`src/fdfb_pkg.sv`:
```
// fdfb_pkg: shared types, constants and helper functions of the footer builder
// no dependencies
`default_nettype none
package fdfb_pkg;

  localparam int unsigned NUM_WORDS = 64;
  localparam int unsigned IDX_W     = $clog2(NUM_WORDS);
  localparam int unsigned TS_W      = 28;
  localparam int unsigned SUM_STEPS = 10;

  localparam logic [TS_W-1:0] SECT_MAX_ALL = TS_W'(65535 * 16 * 255);
  localparam logic [TS_W-1:0] SECT_MAX_63  = TS_W'(65535 * 16 * 63);

  localparam logic [31:0] FNV_BASIS = 32'h811C9DC5;
  localparam logic [31:0] FNV_PRIME = 32'h01000193;
  localparam logic [31:0] HASH_INIT2 = 32'hDEADBEEF;
  localparam logic [31:0] HASH_INIT3 = 32'hCAFEBABE;

  localparam logic [63:0] FOOTER_COOKIE = 64'h636F6E6563746978;
  localparam logic [31:0] FEATURES      = 32'h00000002;
  localparam logic [31:0] FMT_VERSION   = 32'h00010000;
  localparam logic [63:0] DATA_OFFSET   = 64'hFFFFFFFFFFFFFFFF;
  localparam logic [31:0] CREATOR_APP   = 32'h62736369;
  localparam logic [31:0] CREATOR_VER   = 32'h00010000;
  localparam logic [31:0] CREATOR_HOST  = 32'h5769326B;
  localparam logic [31:0] DISK_TYPE     = 32'h00000002;

  localparam logic [7:0] SPT_17  = 8'd17;
  localparam logic [7:0] SPT_31  = 8'd31;
  localparam logic [7:0] SPT_63  = 8'd63;
  localparam logic [7:0] SPT_255 = 8'd255;

  // reciprocals ceil(2^shift / spt), exact for every sector count below 2^28
  localparam logic [28:0] RECIP_17  = 29'd505290271;
  localparam logic [28:0] RECIP_31  = 29'd277094665;
  localparam logic [28:0] RECIP_63  = 29'd272696337;
  localparam logic [28:0] RECIP_255 = 29'd269488145;
  localparam int unsigned SHIFT_17  = 33;
  localparam int unsigned SHIFT_31  = 33;
  localparam int unsigned SHIFT_63  = 34;
  localparam int unsigned SHIFT_255 = 36;

  localparam logic [3:0][3:0] HASH_OFFS = {4'd11, 4'd7, 4'd3, 4'd0};

  typedef struct packed {
    logic [63:0]      disk_bytes;
    logic [31:0]      stamp;
    logic [31:0]      geom;
    logic [31:0]      chksum;
    logic [3:0][31:0] hash;
  } footer_t;

  typedef enum logic [1:0] {F_IDLE, F_WORK, F_SUM, F_PUSH} front_state_t;
  typedef enum logic {GP_SPT, GP_CYL} geo_phase_t;

  function automatic logic [9:0] byte_sum32(input logic [31:0] w);
    byte_sum32 = 10'(w[31:24]) + 10'(w[23:16]) + 10'(w[15:8]) + 10'(w[7:0]);
  endfunction

  function automatic logic [31:0] byte_sum64(input logic [63:0] w);
    byte_sum64 = 32'(byte_sum32(w[63:32])) + 32'(byte_sum32(w[31:0]));
  endfunction

  // byte sum of all fixed footer fields
  localparam logic [31:0] CONST_SUM = byte_sum64(FOOTER_COOKIE)
    + byte_sum64({FEATURES, FMT_VERSION}) + byte_sum64(DATA_OFFSET)
    + byte_sum64({32'h0, CREATOR_APP}) + byte_sum64({CREATOR_VER, CREATOR_HOST})
    + byte_sum64({32'h0, DISK_TYPE});

endpackage
`default_nettype wire

```
`src/fixed_disk_footer_builder_unit.sv`:
```
// fixed_disk_footer_builder_unit: top level of the disk image footer builder
// depends on fdfb_pkg, fdfb_front and fdfb_back
// the first word follows the front's work: one to three reciprocal sector multiplies,
//   a 28-step cylinder division and the checksum, then the queue and the back when idle
// the front takes a new request once its footer is in the queue, while the back still sends
// reset is synchronous; it empties the queue and returns both halves to idle
`default_nettype none
module fixed_disk_footer_builder_unit
  import fdfb_pkg::*;
(
  input  wire logic             clk,
  input  wire logic             rst,
  input  wire logic             start,
  output logic                  busy,
  input  wire logic [63:0]      disk_bytes,
  input  wire logic [31:0]      stamp,
  input  wire logic [7:0]       unit_id,
  output logic                  strobe,
  output logic [IDX_W-1:0]      word_index,
  output logic [63:0]           word_data,
  output logic                  last_word
);
  // transfer from the front into the one-entry queue
  logic    push_valid, push_ready;
  footer_t push_data;

  // front: hashes, geometry and checksum
  fdfb_front u_front (
    .clk(clk), .rst(rst), .start(start), .disk_bytes(disk_bytes),
    .stamp(stamp), .unit_id(unit_id), .busy(busy),
    .push_valid(push_valid), .push_ready(push_ready), .push_data(push_data)
  );

  // back: queue entry and word sequencer, 64 words then an idle gap before the next footer
  fdfb_back u_back (
    .clk(clk), .rst(rst), .push_valid(push_valid), .push_ready(push_ready),
    .push_data(push_data), .strobe(strobe), .word_index(word_index),
    .word_data(word_data), .last_word(last_word)
  );
endmodule
`default_nettype wire

```
`src/fdfb_div.sv`:
```
// fdfb_div: restoring divider, one quotient bit per cycle
// depends on fdfb_pkg
`default_nettype none
module fdfb_div
  import fdfb_pkg::*;
(
  input  wire logic            clk,
  input  wire logic            rst,
  input  wire logic            go,
  input  wire logic [TS_W-1:0] dividend,
  input  wire logic [7:0]      divisor,
  output logic                 done,
  output logic [TS_W-1:0]      quotient
);
  localparam int unsigned CNT_W = $clog2(TS_W + 1);

  logic             run;
  logic [CNT_W-1:0] cnt;
  logic [7:0]       rem;
  logic [7:0]       dv;
  logic [8:0]       trial;

  assign trial = {rem, quotient[TS_W-1]};

  always_ff @(posedge clk) begin
    if (rst) begin
      run  <= 1'b0;
      done <= 1'b0;
      cnt  <= '0;
    end else begin
      done <= 1'b0;
      if (go) begin
        run      <= 1'b1;
        cnt      <= CNT_W'(TS_W);
        quotient <= dividend;
        rem      <= '0;
        dv       <= divisor;
      end else if (run) begin
        if (trial >= {1'b0, dv}) begin
          rem      <= 8'(trial - {1'b0, dv});
          quotient <= {quotient[TS_W-2:0], 1'b1};
        end else begin
          rem      <= trial[7:0];
          quotient <= {quotient[TS_W-2:0], 1'b0};
        end
        cnt <= cnt - 1'b1;
        if (cnt == CNT_W'(1)) begin
          run  <= 1'b0;
          done <= 1'b1;
        end
      end
    end
  end
endmodule
`default_nettype wire

```
`src/fdfb_front.sv`:
```
// fdfb_front: takes a request, runs the identifier hashes, geometry and checksum
// depends on fdfb_pkg and fdfb_div
`default_nettype none
module fdfb_front
  import fdfb_pkg::*;
(
  input  wire logic        clk,
  input  wire logic        rst,
  input  wire logic        start,
  input  wire logic [63:0] disk_bytes,
  input  wire logic [31:0] stamp,
  input  wire logic [7:0]  unit_id,
  output logic             busy,
  output logic             push_valid,
  input  wire logic        push_ready,
  output footer_t          push_data
);
  front_state_t     state, state_next;
  geo_phase_t       gphase;
  logic [127:0]     seed;
  logic [3:0][31:0] h;
  logic [3:0]       rnd;
  logic             hash_done, geo_done;
  logic [TS_W-1:0]  ts;
  logic [7:0]       spt;
  logic [4:0]       heads;
  logic [15:0]      cyl;
  logic [31:0]      sum;
  logic [3:0]       step;
  logic             div_go, div_done;
  logic [TS_W-1:0]  div_a, div_q;
  logic [7:0]       div_b;
  logic [54:0]      sect;
  logic [TS_W-1:0]  ts_in;
  logic [18:0]      heads_c;
  logic [31:0]      grp;
  logic [63:0]      req_bytes;
  logic [31:0]      req_stamp;
  logic             mul_go, mul_done;
  logic [56:0]      prod;
  logic [28:0]      recip;
  logic [TS_W-1:0]  cth;

  fdfb_div u_div (
    .clk(clk), .rst(rst), .go(div_go), .dividend(div_a), .divisor(div_b),
    .done(div_done), .quotient(div_q)
  );

  assign sect    = disk_bytes[63:9];
  assign ts_in   = (sect > 55'(SECT_MAX_ALL)) ? SECT_MAX_ALL : sect[TS_W-1:0];
  assign heads_c = 19'((29'(cth) + 29'd1023) >> 10);

  // sector count divided by sectors per track, by reciprocal multiply and shift
  always_comb begin
    unique case (spt)
      SPT_17: begin
        recip = RECIP_17;
        cth   = TS_W'(prod >> SHIFT_17);
      end
      SPT_31: begin
        recip = RECIP_31;
        cth   = TS_W'(prod >> SHIFT_31);
      end
      SPT_63: begin
        recip = RECIP_63;
        cth   = TS_W'(prod >> SHIFT_63);
      end
      default: begin
        recip = RECIP_255;
        cth   = TS_W'(prod >> SHIFT_255);
      end
    endcase
  end

  always_comb begin
    unique case (step)
      4'd0:    grp = push_data.stamp;
      4'd1:    grp = push_data.disk_bytes[63:32];
      4'd2:    grp = push_data.disk_bytes[31:0];
      4'd3:    grp = push_data.disk_bytes[63:32];
      4'd4:    grp = push_data.disk_bytes[31:0];
      4'd5:    grp = push_data.geom;
      4'd6:    grp = h[0];
      4'd7:    grp = h[1];
      4'd8:    grp = h[2];
      4'd9:    grp = h[3];
      default: grp = '0;
    endcase
  end

  always_comb begin
    state_next = state;
    unique case (state)
      F_IDLE: if (start) state_next = F_WORK;
      F_WORK: if (hash_done && geo_done) state_next = F_SUM;
      F_SUM:  if (step == 4'(SUM_STEPS - 1)) state_next = F_PUSH;
      F_PUSH: if (push_ready) state_next = F_IDLE;
      default: state_next = F_IDLE;
    endcase
  end

  always_comb begin
    busy       = (state != F_IDLE);
    push_valid = (state == F_PUSH);
  end

  assign push_data = {req_bytes, req_stamp, {cyl, 3'b000, heads, spt}, ~sum, h};

  always_ff @(posedge clk) begin
    if (rst) begin
      state <= F_IDLE;
    end else begin
      state <= state_next;
    end
  end

  always_ff @(posedge clk) begin
    if (rst) begin
      div_go    <= 1'b0;
      mul_go    <= 1'b0;
      mul_done  <= 1'b0;
      hash_done <= 1'b0;
      geo_done  <= 1'b0;
    end else begin
      div_go   <= 1'b0;
      mul_go   <= 1'b0;
      mul_done <= mul_go;
      if (mul_go) prod <= 57'(ts) * 57'(recip);
      unique case (state)
        F_IDLE: if (start) begin
          req_bytes <= disk_bytes;
          req_stamp <= stamp;
          seed      <= {stamp, unit_id, disk_bytes, 24'h0};
          h         <= {HASH_INIT3, HASH_INIT2, FNV_PRIME, FNV_BASIS};
          rnd       <= '0;
          hash_done <= 1'b0;
          geo_done  <= 1'b0;
          ts        <= ts_in;
          gphase    <= GP_SPT;
          sum       <= CONST_SUM;
          step      <= '0;
          mul_go    <= 1'b1;
          if (ts_in >= SECT_MAX_63) begin
            spt   <= SPT_255;
            heads <= 5'd16;
          end else begin
            spt   <= SPT_17;
          end
        end
        F_WORK: begin
          if (!hash_done) begin
            for (int k = 0; k < 4; k++) begin
              h[k] <= 32'((h[k] ^ 32'(seed[8*(15 - 4'(rnd + HASH_OFFS[k])) +: 8]))
                          * FNV_PRIME);
            end
            rnd <= rnd + 1'b1;
            if (rnd == 4'd15) hash_done <= 1'b1;
          end
          unique case (gphase)
            GP_SPT: if (mul_done) begin
              // retry with a larger sectors-per-track when cylinders overflow
              if (spt == SPT_17 && (heads_c > 19'd16 || ({1'b0, cth} >=
                  {heads_c < 19'd4 ? 19'd4 : heads_c, 10'b0}))) begin
                spt    <= SPT_31;
                heads  <= 5'd16;
                mul_go <= 1'b1;
              end else if (spt == SPT_31 && cth >= TS_W'(16384)) begin
                spt    <= SPT_63;
                mul_go <= 1'b1;
              end else begin
                if (spt == SPT_17) begin
                  heads <= (heads_c < 19'd4) ? 5'd4 : heads_c[4:0];
                  div_b <= (heads_c < 19'd4) ? 8'd4 : 8'(heads_c[4:0]);
                end else begin
                  div_b <= 8'd16;
                end
                gphase <= GP_CYL;
                div_go <= 1'b1;
                div_a  <= cth;
              end
            end
            GP_CYL: if (div_done) begin
              cyl      <= (div_q > TS_W'(65535)) ? 16'hFFFF : div_q[15:0];
              geo_done <= 1'b1;
            end
            default: ;
          endcase
        end
        F_SUM: begin
          sum  <= sum + 32'(byte_sum32(grp));
          step <= step + 1'b1;
        end
        F_PUSH: ;
        default: ;
      endcase
    end
  end
endmodule
`default_nettype wire

```
`src/fdfb_back.sv`:
```
// fdfb_back: one-entry queue and the word sequencer that sends the footer
// depends on fdfb_pkg
`default_nettype none
module fdfb_back
  import fdfb_pkg::*;
(
  input  wire logic             clk,
  input  wire logic             rst,
  input  wire logic             push_valid,
  output logic                  push_ready,
  input  wire footer_t          push_data,
  output logic                  strobe,
  output logic [IDX_W-1:0]      word_index,
  output logic [63:0]           word_data,
  output logic                  last_word
);
  logic    slot_valid, active;
  footer_t slot, cur;

  assign push_ready = !slot_valid;
  assign strobe     = active;
  assign last_word  = active && (word_index == IDX_W'(NUM_WORDS - 1));

  always_comb begin
    unique case (word_index)
      IDX_W'(0):  word_data = FOOTER_COOKIE;
      IDX_W'(1):  word_data = {FEATURES, FMT_VERSION};
      IDX_W'(2):  word_data = DATA_OFFSET;
      IDX_W'(3):  word_data = {cur.stamp, CREATOR_APP};
      IDX_W'(4):  word_data = {CREATOR_VER, CREATOR_HOST};
      IDX_W'(5):  word_data = cur.disk_bytes;
      IDX_W'(6):  word_data = cur.disk_bytes;
      IDX_W'(7):  word_data = {cur.geom, DISK_TYPE};
      IDX_W'(8):  word_data = {cur.chksum, cur.hash[0]};
      IDX_W'(9):  word_data = {cur.hash[1], cur.hash[2]};
      IDX_W'(10): word_data = {cur.hash[3], 32'h0};
      default:    word_data = '0;
    endcase
  end

  always_ff @(posedge clk) begin
    if (rst) begin
      slot_valid <= 1'b0;
      active     <= 1'b0;
      word_index <= '0;
    end else begin
      if (push_valid && push_ready) begin
        slot       <= push_data;
        slot_valid <= 1'b1;
      end
      if (active) begin
        word_index <= word_index + 1'b1;
        if (word_index == IDX_W'(NUM_WORDS - 1)) active <= 1'b0;
      end else if (slot_valid) begin
        cur        <= slot;
        active     <= 1'b1;
        word_index <= '0;
        slot_valid <= 1'b0;
      end
    end
  end
endmodule
`default_nettype wire

```
`config.mk`:
```
export PLATFORM = sky130hd
export DESIGN_NAME = fixed_disk_footer_builder_unit
export DESIGN_NICKNAME = d
export VERILOG_FILES = /design/src/fdfb_pkg.sv /design/src/fixed_disk_footer_builder_unit.sv /design/src/fdfb_div.sv /design/src/fdfb_front.sv /design/src/fdfb_back.sv
export SDC_FILE = /design/constraint.sdc
export NUM_CORES = 2
export LEC_CHECK = 0
export BUFFER_PORTS_ARGS = -buffer_cell sky130_fd_sc_hd__buf_2
export CORE_ASPECT_RATIO = 1.5
export CORE_UTILIZATION = 30
export CTS_CLUSTER_SIZE = 20
export DETAILED_ROUTE_END_ITERATION = 16
export SYNTH_ARGS = -nofsm -noshare
export SYNTH_HDL_FRONTEND = slang
export SYNTH_SLANG_ARGS = --single-unit
export TNS_END_PERCENT = 50
```
`constraint.sdc`:
```
create_clock -name clk -period 46.4 [get_ports clk]
set_clock_uncertainty 0.2 [all_clocks]
set_input_delay 9.28 -clock clk [delete_from_list [all_inputs] [get_ports clk]]
set_output_delay 9.28 -clock clk [all_outputs]
set_load 0.02 [all_outputs]
```
; ---- Word-level counts from Yosys, hierarchy flattened
; Cells that the tools add are included.
[op_classes]
n_eq_ne = 41
muxes = 74
addsub = 17
n_shift = 4
n_lt_le_gt_ge = 8
div_mod_pow = 0
bitwise_logic = 13
n_mul = 5
n_reduce_logical = 39
[op_table]
columns = cell, count
row1 = one-hot mux 64 bit (10 select lines), 1
row2 = variable part select 128 x 33 -> 8 bit, 4
row3 = two-way mux 128 bit, 2
row4 = one-hot mux 128 bit (2 select lines), 1
row5 = one-hot mux 32 bit (8 select lines), 1
row6 = "multiplier 32 x 25 -> 32 bit, second input constant", 4
row7 = XOR 32 x 8 -> 32 bit, 4
row8 = two-way mux 28 bit, 3
row9 = one-hot mux 28 bit (3 select lines), 1
row10 = two-way mux 8 bit, 8
row11 = one-hot mux 32 bit (2 select lines), 1
row12 = multiplier 28 x 29 -> 57 bit, 1
row13 = "greater-than comparator 55 x 28 -> 1 bit, second input constant", 1
row14 = two-way mux 5 bit, 11
row15 = one-hot mux 24 bit (2 select lines), 1
row16 = adder 32 x 10 -> 32 bit, 1
row17 = two-way mux 32 bit, 1
row18 = inverter 32 bit, 1
row19 = greater-or-equal comparator 24 x 29 -> 1 bit, 1
row20 = "greater-or-equal comparator 28 x 26 -> 1 bit, second input constant", 1
row21 = "greater-than comparator 28 x 16 -> 1 bit, second input constant", 1
row22 = "adder 24 x 10 -> 25 bit, second input constant", 1
row23 = two-way mux 1 bit, 25
row24 = "== test 6 x 3 -> 1 bit, second input constant", 4
row25 = 55 further kinds, 121
[word_totals]
rom_bits = 0
in_bits = 107
ramBits = 0
wordCells = 252
output_inout_bits = 73
latchBits = 0
memories = 0
ff_bits = 1155

; ---- Depth between registers and ports, before layout
[logic_depth]
ltp_word = 13
mapped_depth = 39
depth_no_buf = 33

; ---- Modules after synthesis
; A second synthesis with hierarchy kept.
[unflattened]
hier_cells = 7180
hier_area_um2 = 84263.3
[modules_own_cells]
columns = module, area_each_um2, cells_each, n_inst, seq_area_each_um2
row1 = fdfb_front, 61989.5, 6039, 1, 11491.0
row2 = fdfb_back, 19683.9, 952, 1, 17456.7
row3 = fdfb_div, 2590.0, 189, 1, 1461.4

; ---- Worst setup path before layout
; Ideal clock, no wire load.
[synth_path]
kind = input to register
startpoint = in rst
endpoint = reg u_back.cur[0] in the netlist's numbering, enable pin
required_ns = 44.878
n_path_buf = 1
arrival_ns = 29.723
setup_time_ns = 1.322
setup_slack_ns = 15.155
cell_stages = 2
cell_sequence = buf_1 -> nor3b_1
[synth_between]
elab_chain_cells = 2
[synth_rtl]
columns = element, line_no
row1 = from (decl), fixed_disk_footer_builder_unit.sv:12  ; input wire logic rst,
row2 = inverter 1 bit (no source line), --
row3 = AND reduction 3 bit (no source line), --
row4 = to (signal assigned), fdfb_back.sv:55  ; cur <= slot;
row5 = to (decl), fdfb_back.sv:18  ; footer_t slot, cur;
; Every way passes these cells.
; A chain may end at the register's enable or synchronous reset.

; ---- Worst setup path after layout
[layout_path]
startpoint = reg u_back.word_index[2]
endpoint = out word_data[3]
[layout_between]
elab_chain_cells = 3
word_cells_on_any_way = 13
classes_between = eq/ne (10) / mux (1) / reduce/logical (2)
[layout_rtl]
columns = element, line_no
row1 = from (decl), fdfb_back.sv:13  ; output logic [IDX_W-1:0] word_index,
row2 = from (signal assigned), fdfb_back.sv:52  ; word_index <= word_index + 1'b1;
row3 = == test 6 x 3 -> 1 bit, fdfb_back.sv:25  ; unique case (word_index)
row4 = OR reduction 2 bit (no source line), --
row5 = one-hot mux 64 bit (10 select lines) *, fdfb_back.sv:25
row6 = to (decl), fixed_disk_footer_builder_unit.sv:20  ; output logic [63:0] word_data,
; Mark *: on every way between the ends. The rest lies on a longest branch, timed or not.

==> flow_summary_export.csv <==
group,metric,value,unit
layout,syn2layout_area_growth,11.3,%
synth,netlist.top_cell.by_area,"edfxtp_1",
global_route,grt_pass1_wl,398000,µm
clock_tree,cts_sinks,1001,
run,cap_viol_max_count,0,
layout,drive_above_1_share,8.45,%
clock_tree,clk_latency,0.75,ns
synth,synth-async-reset-ratio,0,%
synth,synth_area_leaders,"edfxtp_1 (36%), fa_1 (20%), ha_1 (17%)",
worst_setup_path,arrival,4.29,ns
timing,final-max-slew-violation-count,1,
floorplan,die_area,0.278,mm²
layout,fillers,27300,
route,vias,54900,
synth,synth.distinct_cells,89,
synth,syn_nets,9220,
status,status,"complete, but fails checks",
timing,max_freq,72.6,MHz
route,wire_per_inst,24.7,µm
synth,synth_top_area_share,35.5,%
global_route,antenna_found_initial,26,
timing,slew_headroom,-3.35,%
floorplan,io_pins,180,
timing,fin_crit_sh,29.7,%
clock_tree,root_buffer,"clkbuf_16",
hold_path,hp-class,"reg2reg",
floorplan,core_area,0.274,mm²
layout,seqCellArea,0.0298,mm²
route,routed_wl,276000,µm
synth,ys_seq_elements,1001,
synth,ys.flop_type,"edfxtp_1",
route,final_antenna_net_count,0,
synth,synth_seq_area_share,36.0,%
floorplan,core.rowCount,235,
clock_tree,cts_buffers,103,
synth,syn_area_per_cell,11.6,µm²
worst_setup_path,cp_max_fo,13,
placed_design,place.gp.congestion,0.995,
placed_design,hpwl,227000,µm
timing,worst_pin_slew,1.55,ns
clock_tree,cts_resized,0,
timing,period_needed,13.77,ns
worst_setup_path,critPathKind,"reg2out",
status,violations,"slew limit",
clock_tree,hold_buffers,0,
clock_tree,cts_max_path_buffers,3,
layout,multi_input_area,0.0455,mm²
global_route,grt_max_degree,165,
synth,synth_common_cells,"inv_1 (1,852), ha_1 (1,151), edfxtp_1 (979)",
worst_setup_path,path_buf_inv,1,
timing,hold_viol_final,0,
placed_design,port_buffers,179,
floorplan,start_util,30.2,%
worst_setup_path,crit_chain,"or3_1 > nor2_1 > and2_0 > a21oi_1 > nor2b_2 > nand3_1 > buf_2",
worst_setup_path,end_kind,"primary output",
synth,synth_edf_count,979,
worst_setup_path,crit_required,36.92,ns
worst_setup_path,cp_top_family,"simple AND/OR/NAND/NOR gates",
clock_tree,post_cts_buffers,0,
floorplan,chipWidth,431,µm
layout,nets,9459,
route,drtIter0Drc,4376,
route,drtPass1Iterations,9,
clock_tree,clk_pin_slew,0.07,ns
synth,synth_cells,7151,
timing,setup_tns,0,ns
global_route,track_usage,19.9,%
clock_tree,cts.htree.levels,3,
global_route,grt_overflow,0,
clock_tree,cts_tree,"done",
global_route,grt_pass1_vias,57700,
route,via_per_inst,4.92,
synth,synth.most_common_cell,"inv_1",
worst_setup_path,slowest_stage,"nor2b_2",
timing,rsz0062_at_grt,"no",
floorplan,die_y,645,µm
worst_setup_path,slowest_delay,0.90,ns
worst_setup_path,start_kind,"register",
timing,finalSetupViolCount,0,
synth,ys.warnings.count,0,
route,drc,0,
synth,synth_area,0.0828,mm²
state kept, by name (all words and copies together), names as in the netlist, 6 cells and up:
register                flops
u_front.req_stamp          32
u_back.slot               280
u_front.prod               24
u_front.u_div.rem           8
u_front.ts                 28
u_front.push_data         128
u_front.div_a              24
u_front.req_bytes          63
u_front.cyl                16
u_back.cur                280
u_back.word_index           6
u_front.u_div.quotient     28
u_front.sum                32
u_front.seed                9
worst reg2reg max path, delay by kind of cell (launching register included):
kind	cells	cell delay, ns
fa+ha+maj	8	3.77
simple gates	10	2.06
compound gates	4	1.59
buf+inv	6	1.38
flops	1	0.97
xor+xnor	1	0.37
worst paths after layout:
check | startpoint | end | slack, ns | cells past startpoint
setup / recovery | u_back.word_index[2] | word_data[3] | 32.63 | 7
hold reg to reg | u_back.slot[216] | u_back.cur[216] | 0.20 | 0
setup reg to reg | u_front.spt[6] | u_front.prod[46] | 35.77 | 29
hold / removal | u_back.slot[216] | u_back.cur[216] | 0.20 | 0
per-layer routing:
layer | GRT usage (%) | share of wire, % | wire length (µm) | vias up
met5 | 0 | 0.0083 | 23 | -
met4 | 12.4 | 7.5 | 20600 | 4
met3 | 3.05 | 6.6 | 18200 | 628
met2 | 35.0 | 50 | 138000 | 2110
met1 | 22.4 | 36 | 99300 | 27900
li1 | - | - | - | 24200
kinds of logic (layout without fill, tap and decap cells):
group                      Yosys count  in the layout  share of synthesized area [%]
xor gates and xnor gates           259            259                           2.74
buffers and inverters             2008           2333                           9.14
other                                0             14                              0
DFF                               1001           1001                           36.0
muxes                              120            120                           2.44
and+or+nand+nor                   1040           1040                           6.20
AOI/OAI and AO/OA                  761            761                           6.42
adders and majority gates         1962           1962                           37.0
stage by stage:
stage | worst slack [ns] | cell area (µm²) | util, % | instances | hold WS [ns]
5_1_grt | 32.56 | 92100 | 33.6 | 11200 | 0.201
3_5_place_dp | 33.54 | 88600 | 32.4 | 11000 | 0.205
4_1_cts | 32.73 | 92100 | 33.6 | 11100 | 0.192
6_report | 32.63 | 92100 | 33.6 | 11200 | 0.200
2_1_floorplan | 15.16 | 82800 | - | 7151 | 0.200
3_3_place_gp | 33.60 | 88600 | 32.4 | 11000 | 0.201
final cells by class:
| class | instances | area share, % |
|---|---|---|
| timing repair buffer | 288 | 1.87 |
| antenna | 14 | 0.0380 |
| clock inverter | 70 | 0.800 |
| sequential | 1001 | 32.4 |
| tap | 3673 | 4.99 |
| inverter | 1854 | 7.56 |
| clock buffer | 121 | 2.93 |
| multi-input combinational | 4142 | 49.4 |
placed cells by master (no fill, tap or decap), drive strengths merged, types with 14 or more instances in the layout:
cell type	n
xnor2	157
xor2	102
mux2	25
clkinv	43
ha	1151
a31oi	14
nand2b	45
nor4	21
a21oi	202
a221oi	22
inv	1863
nor3	48
and3	66
nand3	136
a222oi	61
nor2b	36
fa	811
nand4	22
nand2	271
edfxtp	979
or3	18
mux2i	32
o21ai	95
a22o	37
a211oi	21
o21bai	22
and2	79
a21boi	14
nor2	223
dfxtp	22
o21a	25
clkbuf	121
diode	14
mux4	63
a22oi	104
a21o	70
or2	45
buf	288
Power is not shown: default switching activity piles up to over one toggle a cycle in this logic, so the estimate is an artifact.
